File: src/ufold_pkg.sv
// ----------------------------------------------------------------------------
// ufold_pkg
// Shared types and character constants of the UTF-8 to ASCII folding filter.
// ----------------------------------------------------------------------------
package ufold_pkg;

  // Decoder mode, one-hot.
  typedef enum logic [3:0] {
    MODE_NORMAL    = 4'b0001,
    MODE_GOT_E2    = 4'b0010,
    MODE_GOT_E2_80 = 4'b0100,
    MODE_SKIPPING  = 4'b1000
  } mode_e;

  // One run: the characters caused by one input byte (cnt is 1 to 3 when queued).
  typedef struct packed {
    logic [1:0]      cnt;
    logic [2:0][6:0] chars;
  } run_t;

  // Byte codes recognized by the decoder.
  localparam logic [7:0] BYTE_HASH = 8'h23;
  localparam logic [7:0] BYTE_E2   = 8'hE2;
  localparam logic [7:0] BYTE_80   = 8'h80;
  localparam logic [7:0] BYTE_EN   = 8'h93;
  localparam logic [7:0] BYTE_EM   = 8'h94;
  localparam logic [7:0] BYTE_LSQ  = 8'h98;
  localparam logic [7:0] BYTE_RSQ  = 8'h99;
  localparam logic [7:0] BYTE_LDQ  = 8'h9C;
  localparam logic [7:0] BYTE_RDQ  = 8'h9D;
  localparam logic [7:0] BYTE_ELL  = 8'hA6;
  localparam logic [7:0] BYTE_BUL  = 8'hA2;

  // Emitted ASCII characters.
  localparam logic [6:0] CH_HASH  = 7'h23;
  localparam logic [6:0] CH_QMARK = 7'h3F;
  localparam logic [6:0] CH_DASH  = 7'h2D;
  localparam logic [6:0] CH_SQ    = 7'h27;
  localparam logic [6:0] CH_DQ    = 7'h22;
  localparam logic [6:0] CH_DOT   = 7'h2E;
  localparam logic [6:0] CH_STAR  = 7'h2A;

endpackage

File: src/ufold_front.sv
// ----------------------------------------------------------------------------
// ufold_front
// Accepts input bytes, tracks the decoder mode and turns each byte into a run.
// ----------------------------------------------------------------------------
module ufold_front (
  input  logic              clk_i,
  input  logic              rst_ni,
  input  logic              accept_i,
  input  logic [7:0]        in_byte_i,
  input  logic              chunk_end_i,
  output logic              run_valid_o,
  output ufold_pkg::run_t   run_o
);

  typedef struct packed {
    ufold_pkg::run_t  run;
    ufold_pkg::mode_e mode;
  } step_t;

  function automatic step_t do_normal(logic [7:0] b, logic e);
    step_t s;
    s.run.cnt   = 2'd0;
    s.run.chars = '0;
    s.mode      = ufold_pkg::MODE_NORMAL;
    if (b == ufold_pkg::BYTE_HASH) begin
      s.run.cnt      = 2'd2;
      s.run.chars[0] = ufold_pkg::CH_HASH;
      s.run.chars[1] = ufold_pkg::CH_HASH;
    end else if (!b[7]) begin
      s.run.cnt      = 2'd1;
      s.run.chars[0] = b[6:0];
    end else if (b == ufold_pkg::BYTE_E2 && !e) begin
      s.mode = ufold_pkg::MODE_GOT_E2;
    end else begin
      s.run.cnt      = 2'd1;
      s.run.chars[0] = ufold_pkg::CH_QMARK;
      s.mode         = e ? ufold_pkg::MODE_NORMAL : ufold_pkg::MODE_SKIPPING;
    end
    return s;
  endfunction

  function automatic step_t do_skip(logic [7:0] b, logic e);
    step_t s;
    s.run.cnt   = 2'd0;
    s.run.chars = '0;
    s.mode      = e ? ufold_pkg::MODE_NORMAL : ufold_pkg::MODE_SKIPPING;
    if (b[7:6] != 2'b10) begin
      s = do_normal(b, e);
    end
    return s;
  endfunction

  function automatic step_t do_fold(logic [7:0] t);
    step_t s;
    s.run.cnt   = 2'd1;
    s.run.chars = '0;
    s.mode      = ufold_pkg::MODE_NORMAL;
    if (t == ufold_pkg::BYTE_EN || t == ufold_pkg::BYTE_EM) begin
      s.run.chars[0] = ufold_pkg::CH_DASH;
    end else if (t == ufold_pkg::BYTE_LSQ || t == ufold_pkg::BYTE_RSQ) begin
      s.run.chars[0] = ufold_pkg::CH_SQ;
    end else if (t == ufold_pkg::BYTE_LDQ || t == ufold_pkg::BYTE_RDQ) begin
      s.run.chars[0] = ufold_pkg::CH_DQ;
    end else if (t == ufold_pkg::BYTE_ELL) begin
      s.run.cnt   = 2'd3;
      s.run.chars = {ufold_pkg::CH_DOT, ufold_pkg::CH_DOT, ufold_pkg::CH_DOT};
    end else if (t == ufold_pkg::BYTE_BUL) begin
      s.run.chars[0] = ufold_pkg::CH_STAR;
    end else begin
      s.run.chars[0] = ufold_pkg::CH_QMARK;
    end
    return s;
  endfunction

  ufold_pkg::mode_e mode_q, mode_d;
  step_t            step;
  step_t            tail;

  always_comb begin
    tail = do_skip(in_byte_i, chunk_end_i);
    unique case (mode_q)
      ufold_pkg::MODE_GOT_E2: begin
        if (in_byte_i == ufold_pkg::BYTE_80 && !chunk_end_i) begin
          step.run.cnt   = 2'd0;
          step.run.chars = '0;
          step.mode      = ufold_pkg::MODE_GOT_E2_80;
        end else begin
          // The held lead becomes '?', followed by whatever this byte gives.
          step.mode           = tail.mode;
          step.run.cnt        = tail.run.cnt + 2'd1;
          step.run.chars[0]   = ufold_pkg::CH_QMARK;
          step.run.chars[2:1] = tail.run.chars[1:0];
        end
      end
      ufold_pkg::MODE_GOT_E2_80: step = do_fold(in_byte_i);
      ufold_pkg::MODE_SKIPPING:  step = tail;
      default:                   step = do_normal(in_byte_i, chunk_end_i);
    endcase
  end

  assign mode_d      = accept_i ? step.mode : mode_q;
  assign run_o       = step.run;
  assign run_valid_o = accept_i && (step.run.cnt != 2'd0);

  always_ff @(posedge clk_i or negedge rst_ni) begin
    if (!rst_ni) begin
      mode_q <= ufold_pkg::MODE_NORMAL;
    end else begin
      mode_q <= mode_d;
    end
  end

`ifndef ASSERT_OFF
  // The third byte of the E2 80 form always produces output.
  assert property (@(posedge clk_i) disable iff (!rst_ni)
    (accept_i && mode_q == ufold_pkg::MODE_GOT_E2_80) |-> run_valid_o)
    else $error("fold byte produced no run");
  // A chunk end never leaves a sequence pending.
  assert property (@(posedge clk_i) disable iff (!rst_ni)
    (accept_i && chunk_end_i) |=> (mode_q == ufold_pkg::MODE_NORMAL))
    else $error("mode not normal after chunk end");
`endif

endmodule

File: src/ufold_queue.sv
// ----------------------------------------------------------------------------
// ufold_queue
// Short run queue between the decoder front and the character back end.
// ----------------------------------------------------------------------------
module ufold_queue #(
  parameter int unsigned DEPTH = 4
) (
  input  logic            clk_i,
  input  logic            rst_ni,
  input  logic            wr_i,
  input  ufold_pkg::run_t wdata_i,
  output logic            full_o,
  output logic            rd_valid_o,
  output ufold_pkg::run_t rd_data_o,
  input  logic            rd_pop_i
);

  localparam int unsigned PW = (DEPTH > 1) ? $clog2(DEPTH) : 1;
  localparam int unsigned CW = $clog2(DEPTH + 1);
  localparam logic [PW-1:0] LAST = PW'(DEPTH - 1);
  localparam logic [CW-1:0] FULLCNT = CW'(DEPTH);

  ufold_pkg::run_t entry_q [DEPTH];
  logic [PW-1:0]   wptr_q, wptr_d, rptr_q, rptr_d;
  logic [CW-1:0]   count_q, count_d;
  logic            do_wr, do_rd;

  assign full_o     = (count_q == FULLCNT);
  assign rd_valid_o = (count_q != '0);
  assign rd_data_o  = entry_q[rptr_q];
  assign do_wr      = wr_i && !full_o;
  assign do_rd      = rd_pop_i && rd_valid_o;

  always_comb begin
    wptr_d  = wptr_q;
    rptr_d  = rptr_q;
    count_d = count_q;
    if (do_wr) begin
      wptr_d = (wptr_q == LAST) ? '0 : wptr_q + PW'(1);
    end
    if (do_rd) begin
      rptr_d = (rptr_q == LAST) ? '0 : rptr_q + PW'(1);
    end
    if (do_wr && !do_rd) begin
      count_d = count_q + CW'(1);
    end else if (do_rd && !do_wr) begin
      count_d = count_q - CW'(1);
    end
  end

  always_ff @(posedge clk_i or negedge rst_ni) begin
    if (!rst_ni) begin
      wptr_q  <= '0;
      rptr_q  <= '0;
      count_q <= '0;
    end else begin
      wptr_q  <= wptr_d;
      rptr_q  <= rptr_d;
      count_q <= count_d;
    end
  end

  always_ff @(posedge clk_i) begin
    if (do_wr) begin
      entry_q[wptr_q] <= wdata_i;
    end
  end

`ifndef ASSERT_OFF
  assert property (@(posedge clk_i) disable iff (!rst_ni) count_q <= FULLCNT)
    else $error("queue count overflow");
  // The front only writes when there is room, so no run is ever dropped.
  assert property (@(posedge clk_i) disable iff (!rst_ni) !(wr_i && full_o))
    else $error("run written into full queue");
`endif

endmodule

File: src/ufold_back.sv
// ----------------------------------------------------------------------------
// ufold_back
// Serializes queued runs into single characters through an output register.
// ----------------------------------------------------------------------------
module ufold_back (
  input  logic            clk_i,
  input  logic            rst_ni,
  input  logic            head_valid_i,
  input  ufold_pkg::run_t head_i,
  output logic            head_pop_o,
  input  logic            pop,
  output logic            empty,
  output logic [6:0]      out_char_o,
  output logic            run_last_o
);

  logic [1:0] idx_q, idx_d;
  logic       oval_q, oval_d;
  logic [6:0] char_q, char_d;
  logic       last_q, last_d;
  logic       load, at_last;

  assign load       = head_valid_i && (!oval_q || pop);
  assign at_last    = (idx_q == head_i.cnt - 2'd1);
  assign head_pop_o = load && at_last;

  always_comb begin
    idx_d  = idx_q;
    oval_d = oval_q;
    char_d = char_q;
    last_d = last_q;
    if (load) begin
      oval_d = 1'b1;
      char_d = head_i.chars[idx_q];
      last_d = at_last;
      idx_d  = at_last ? 2'd0 : idx_q + 2'd1;
    end else if (pop) begin
      oval_d = 1'b0;
    end
  end

  always_ff @(posedge clk_i or negedge rst_ni) begin
    if (!rst_ni) begin
      idx_q  <= 2'd0;
      oval_q <= 1'b0;
    end else begin
      idx_q  <= idx_d;
      oval_q <= oval_d;
    end
  end

  always_ff @(posedge clk_i) begin
    char_q <= char_d;
    last_q <= last_d;
  end

  assign empty      = !oval_q;
  assign out_char_o = char_q;
  assign run_last_o = last_q;

`ifndef ASSERT_OFF
  // The character index stays inside the run at the head of the queue.
  assert property (@(posedge clk_i) disable iff (!rst_ni)
    head_valid_i |-> (idx_q < head_i.cnt))
    else $error("character index beyond run");
  assert property (@(posedge clk_i) disable iff (!rst_ni)
    !head_valid_i |-> (idx_q == 2'd0))
    else $error("index not cleared between runs");
`endif

endmodule

File: src/utf8_ascii_fold_filter.sv
// A byte's first character goes through a queue entry and the output register to the ports.
// Throughput: one byte per cycle while each byte gives at most one character and pop is held;
// output drains one character per cycle while popped, so '#', ellipsis, '?'-prefixed runs lag.
// A 4-run queue between decoder and serializer absorbs those bursts before full rises.
// Reset (rst_ni low, asynchronous) empties the queue and returns the decoder to normal mode.
// ----------------------------------------------------------------------------
// utf8_ascii_fold_filter
// UTF-8 byte stream to 7-bit ASCII with escape doubling and punctuation folding.
// ----------------------------------------------------------------------------
module utf8_ascii_fold_filter #(
  parameter int unsigned DEPTH = 4
) (
  input  logic       clk_i,
  input  logic       rst_ni,
  input  logic       push,
  output logic       full,
  input  logic [7:0] in_byte_i,
  input  logic       chunk_end_i,
  output logic       empty,
  input  logic       pop,
  output logic [6:0] out_char_o,
  output logic       run_last_o
);

  logic            accept;
  logic            run_valid;
  ufold_pkg::run_t run;
  logic            head_valid;
  ufold_pkg::run_t head;
  logic            head_pop;

  assign accept = push && !full;

  ufold_front u_front (
    .clk_i       (clk_i),
    .rst_ni      (rst_ni),
    .accept_i    (accept),
    .in_byte_i   (in_byte_i),
    .chunk_end_i (chunk_end_i),
    .run_valid_o (run_valid),
    .run_o       (run)
  );

  ufold_queue #(
    .DEPTH (DEPTH)
  ) u_queue (
    .clk_i      (clk_i),
    .rst_ni     (rst_ni),
    .wr_i       (run_valid),
    .wdata_i    (run),
    .full_o     (full),
    .rd_valid_o (head_valid),
    .rd_data_o  (head),
    .rd_pop_i   (head_pop)
  );

  ufold_back u_back (
    .clk_i        (clk_i),
    .rst_ni       (rst_ni),
    .head_valid_i (head_valid),
    .head_i       (head),
    .head_pop_o   (head_pop),
    .pop          (pop),
    .empty        (empty),
    .out_char_o   (out_char_o),
    .run_last_o   (run_last_o)
  );

endmodule
File: config.mk
export PLATFORM = sky130hd
export DESIGN_NAME = utf8_ascii_fold_filter
export DESIGN_NICKNAME = d
export VERILOG_FILES = /design/src/ufold_pkg.sv /design/src/ufold_front.sv /design/src/ufold_queue.sv /design/src/ufold_back.sv /design/src/utf8_ascii_fold_filter.sv
export SDC_FILE = /design/constraint.sdc
export NUM_CORES = 1
export LEC_CHECK = 0
export BUFFER_PORTS_ARGS = -buffer_cell sky130_fd_sc_hd__buf_2
export CAP_MARGIN = 10
export CORE_ASPECT_RATIO = 1.25
export CORE_UTILIZATION = 40
export CTS_CLUSTER_SIZE = 10
export DETAILED_ROUTE_END_ITERATION = 16
export SYNTH_ARGS = -nofsm -noshare
export SYNTH_HDL_FRONTEND = slang
export SYNTH_HIERARCHICAL = 1
export SYNTH_SLANG_ARGS = --single-unit
File: constraint.sdc
create_clock -name clk_i -period 5.75 [get_ports clk_i]
set_clock_uncertainty 0.2 [all_clocks]
set_input_delay 0.2875 -clock clk_i [delete_from_list [all_inputs] [get_ports clk_i]]
set_output_delay 0.2875 -clock clk_i [all_outputs]
set_load 0.02 [all_outputs]
==> flow_summary.toml <==
[drt]
ant_nets = 0
vias = 2807
drt_wl_total_mm = 9.44
drt_iter0_markers = 222
wl_met3_um = 255
drcViolationCount = 0
wl_met2_mm = 5.00
wire_per_inst_um = 17.7
vias_per_cell = 5.27
wl_met1_mm = 4.07
dr.pass1.iters = 4
top_layer = "met4"

[logic_synthesis]
synth_edf_count = 100
synth-seq-cells = 114
synth_warnings = 6
ys_seq_area_frac = 0.634
synthesis.area_um2 = 5290
synthCells = 338
yosysUniqueCellTypes = 62
syn_area_per_cell_um2 = 15.7
async_flop_share = 0.123
synth_ff_type = "edfxtp_1"

[min_path]
hold_path.class = "input port to flip-flop"

[clocking]
htree_num_levels = 4
cts_root_buffer = "clkbuf_16"
clkTransAtPathRegs_ns = 0.05
cts_buffer_depth = 2
numClockSinks = 114
ctsResizeCount = 0
cts_buffers = 17
cts_tree = "done"
clock_latency_ns = 0.40

[worst_setup_path]
worstSetupEndpointType = "flip-flop"
crit_arrival_ns = 3.53
crit_path_max_fanout = 23
crit_type = "flip-flop to flip-flop"
cp-start-kind = "flip-flop"
cp.required_ns = 5.56

[sta]
finalSetupTns_ns = 0
rsz0062_at_grt = "false"
timing.final.crit_share = 0.646
slew-limit-headroom = 0.229
finalSetupViolations = 0
worst_pin_slew_ns = 1.16
max_freq_mhz = 269
period_needed_ns = 3.72
finalMaxSlewViolations = 0
whs_ns = 0.0558
hold_violations = 0

[finish]
fillers = 1118
layout_commonest_cell = "edfxtp_1"
drive_gt1_frac = 0.255
regArea_um2 = 3350
n_antenna_cell = 0
multi_input_area_um2 = 1640
final_cell_mix = "edfxtp_1, buf_2, o21ai_0"
layout.nets = 372
area_delta_synth_final_pct = 14.2

[power]
power.density_nw_per_um2 = 518
leakage_nw = 2.18
max-vdd-ir-drop_uv = 275
fin_total_pwr_w = 0.00313

[global_routing]
grt_pass1_vias = 3034
antenna_found_initial = 0
grt_max_degree = 26
grt_pass1_wl_mm = 15.6
grt_overflow = 0
track_usage = 0.156

[die]
io-pin-count = 23
die_h_um = 131
fp.dieArea_um2 = 13700
die_w_um = 105
start_util = 0.414
fp-row-count = 46
core_area_um2 = 12800

[job]
maxCapViolCount = 0

[outcome]
run_status = "finished, final reports clean"

[placed_design]
port-buffer-count = 22
dp_hpwl_mm = 6.32
gp_congestion = 0.842
==> critical path, cell delays in order, from the launching register on <==
cell and delay (ns):
dfrtp_1 0.46, nor4b_1 0.70, o41a_1 0.41, nor2_1 0.08, a31oi_1 0.22, nor2b_2 0.30
and2_1 0.94
==> state kept, by name, summed over array words and instances (netlist names) <==
signal             cells
u_back/idx_q           2
u_queue/count_q        3
u_back/run_last_o      1
u_front/mode_q         4
u_queue/entry_q       92
u_queue/wptr_q         2
u_back/out_char_o      7
u_back/oval_q          1
u_queue/rptr_q         2
==> kinds of logic (layout without fill, tap and decap cells) <==
kind of cell / after synthesis / count (layout) / synth area share
DFF: 114 / 114 / 0.634
AOI/OAI and AO/OA: 43 / 43 / 0.0542
xor gates and xnor gates: 6 / 6 / 0.0114
and+or+nand+nor: 81 / 81 / 0.0951
other: 1 / 2 / 0.000709
muxes: 36 / 36 / 0.129
buffers and inverters: 50 / 76 / 0.0582
adders and majority gates: 7 / 7 / 0.0180
==> final timing paths <==
check                                                from                               end  slack (ns)  cells after the start
setup reg to reg            u_front/mode_q[3]$_DFFE_PN0P_  u_queue/entry_q[2][14]$_DFFE_PP_        2.03                      6
max in group asynchronous                          rst_ni     u_front/mode_q[0]$_DFFE_PN1P_        4.93                      2
hold / removal                                chunk_end_i     u_front/mode_q[3]$_DFFE_PN0P_        0.06                      4
setup / recovery            u_front/mode_q[3]$_DFFE_PN0P_  u_queue/entry_q[2][14]$_DFFE_PP_        2.03                      6
hold reg to reg            u_queue/count_q[2]$_DFFE_PN0P_    u_queue/count_q[2]$_DFFE_PN0P_        0.30                      1
min in group asynchronous                          rst_ni     u_queue/wptr_q[1]$_DFFE_PN0P_        0.12                      2
==> cells in the mapped netlist, drive strengths merged, types with 3 or more instances <==
| cell | count | share of area |
|---|---|---|
| nor3 | 3 | 0.0028 |
| a31oi | 3 | 0.0035 |
| dfrtp | 13 | 0.061 |
| clkbuf | 5 | 0.0035 |
| ha | 6 | 0.014 |
| inv | 15 | 0.011 |
| nand2b | 7 | 0.0083 |
| buf | 30 | 0.044 |
| nand3 | 3 | 0.0038 |
| nor2 | 16 | 0.011 |
| a21o | 4 | 0.0057 |
| o21ai | 19 | 0.018 |
| mux2 | 5 | 0.012 |
| nand2 | 16 | 0.013 |
| edfxtp | 100 | 0.57 |
| nor2b | 9 | 0.013 |
| xnor2 | 3 | 0.0064 |
| a21oi | 3 | 0.0028 |
| o221ai | 3 | 0.0050 |
| xor2 | 3 | 0.0050 |
| mux2i | 8 | 0.015 |
| or4 | 3 | 0.0050 |
| mux4 | 23 | 0.10 |
| and2 | 5 | 0.0059 |
==> per-layer routing <==
| metal | vias up | global-route usage |
|---|---|---|
| li1 | 1309 | - |
| met1 | 1439 | 0.177 |
| met2 | 52 | 0.280 |
| met3 | 7 | 0.0446 |
| met4 | 0 | 0.0597 |
| met5 | - | 0 |
==> power by group <==
part / total (W) / leakage [nW] / internal (W) / switching, W
registers: 0.00125 / 1.10 / 0.00113 / 0.000120
logic: 0.000810 / 0.806 / 0.000385 / 0.000425
clock network: 0.00107 / 0.279 / 0.000722 / 0.000350
==> stage by stage <==
step                instance area, µm²  utilization  setup WS [ns]  std cells
detailed placement                5400        0.423           2.02        499
CTS                               6040        0.473           1.99        533
global placement                  5400        0.423           2.00        499
floorplan                         5300            -           2.56        339
global route                      6040        0.473           1.80        533
finish                            6040        0.473           2.03        533
==> final cells by class <==
| cell class | count | area share |
|---|---|---|
| Multi-Input combinational cell | 175 | 0.271 |
| Clock buffer | 19 | 0.0716 |
| Inverter | 15 | 0.00932 |
| Sequential cell | 114 | 0.555 |
| Tap cell | 168 | 0.0348 |
| Clock inverter | 13 | 0.0308 |
| Timing Repair Buffer | 29 | 0.0277 |
==> timing repair <==
action	4_1_cts	5_1_grt
hold buffers	2	0
endpoints found under the hold margin	15	0
setup buffers	0	0
Power figures use the tool's default switching activity.
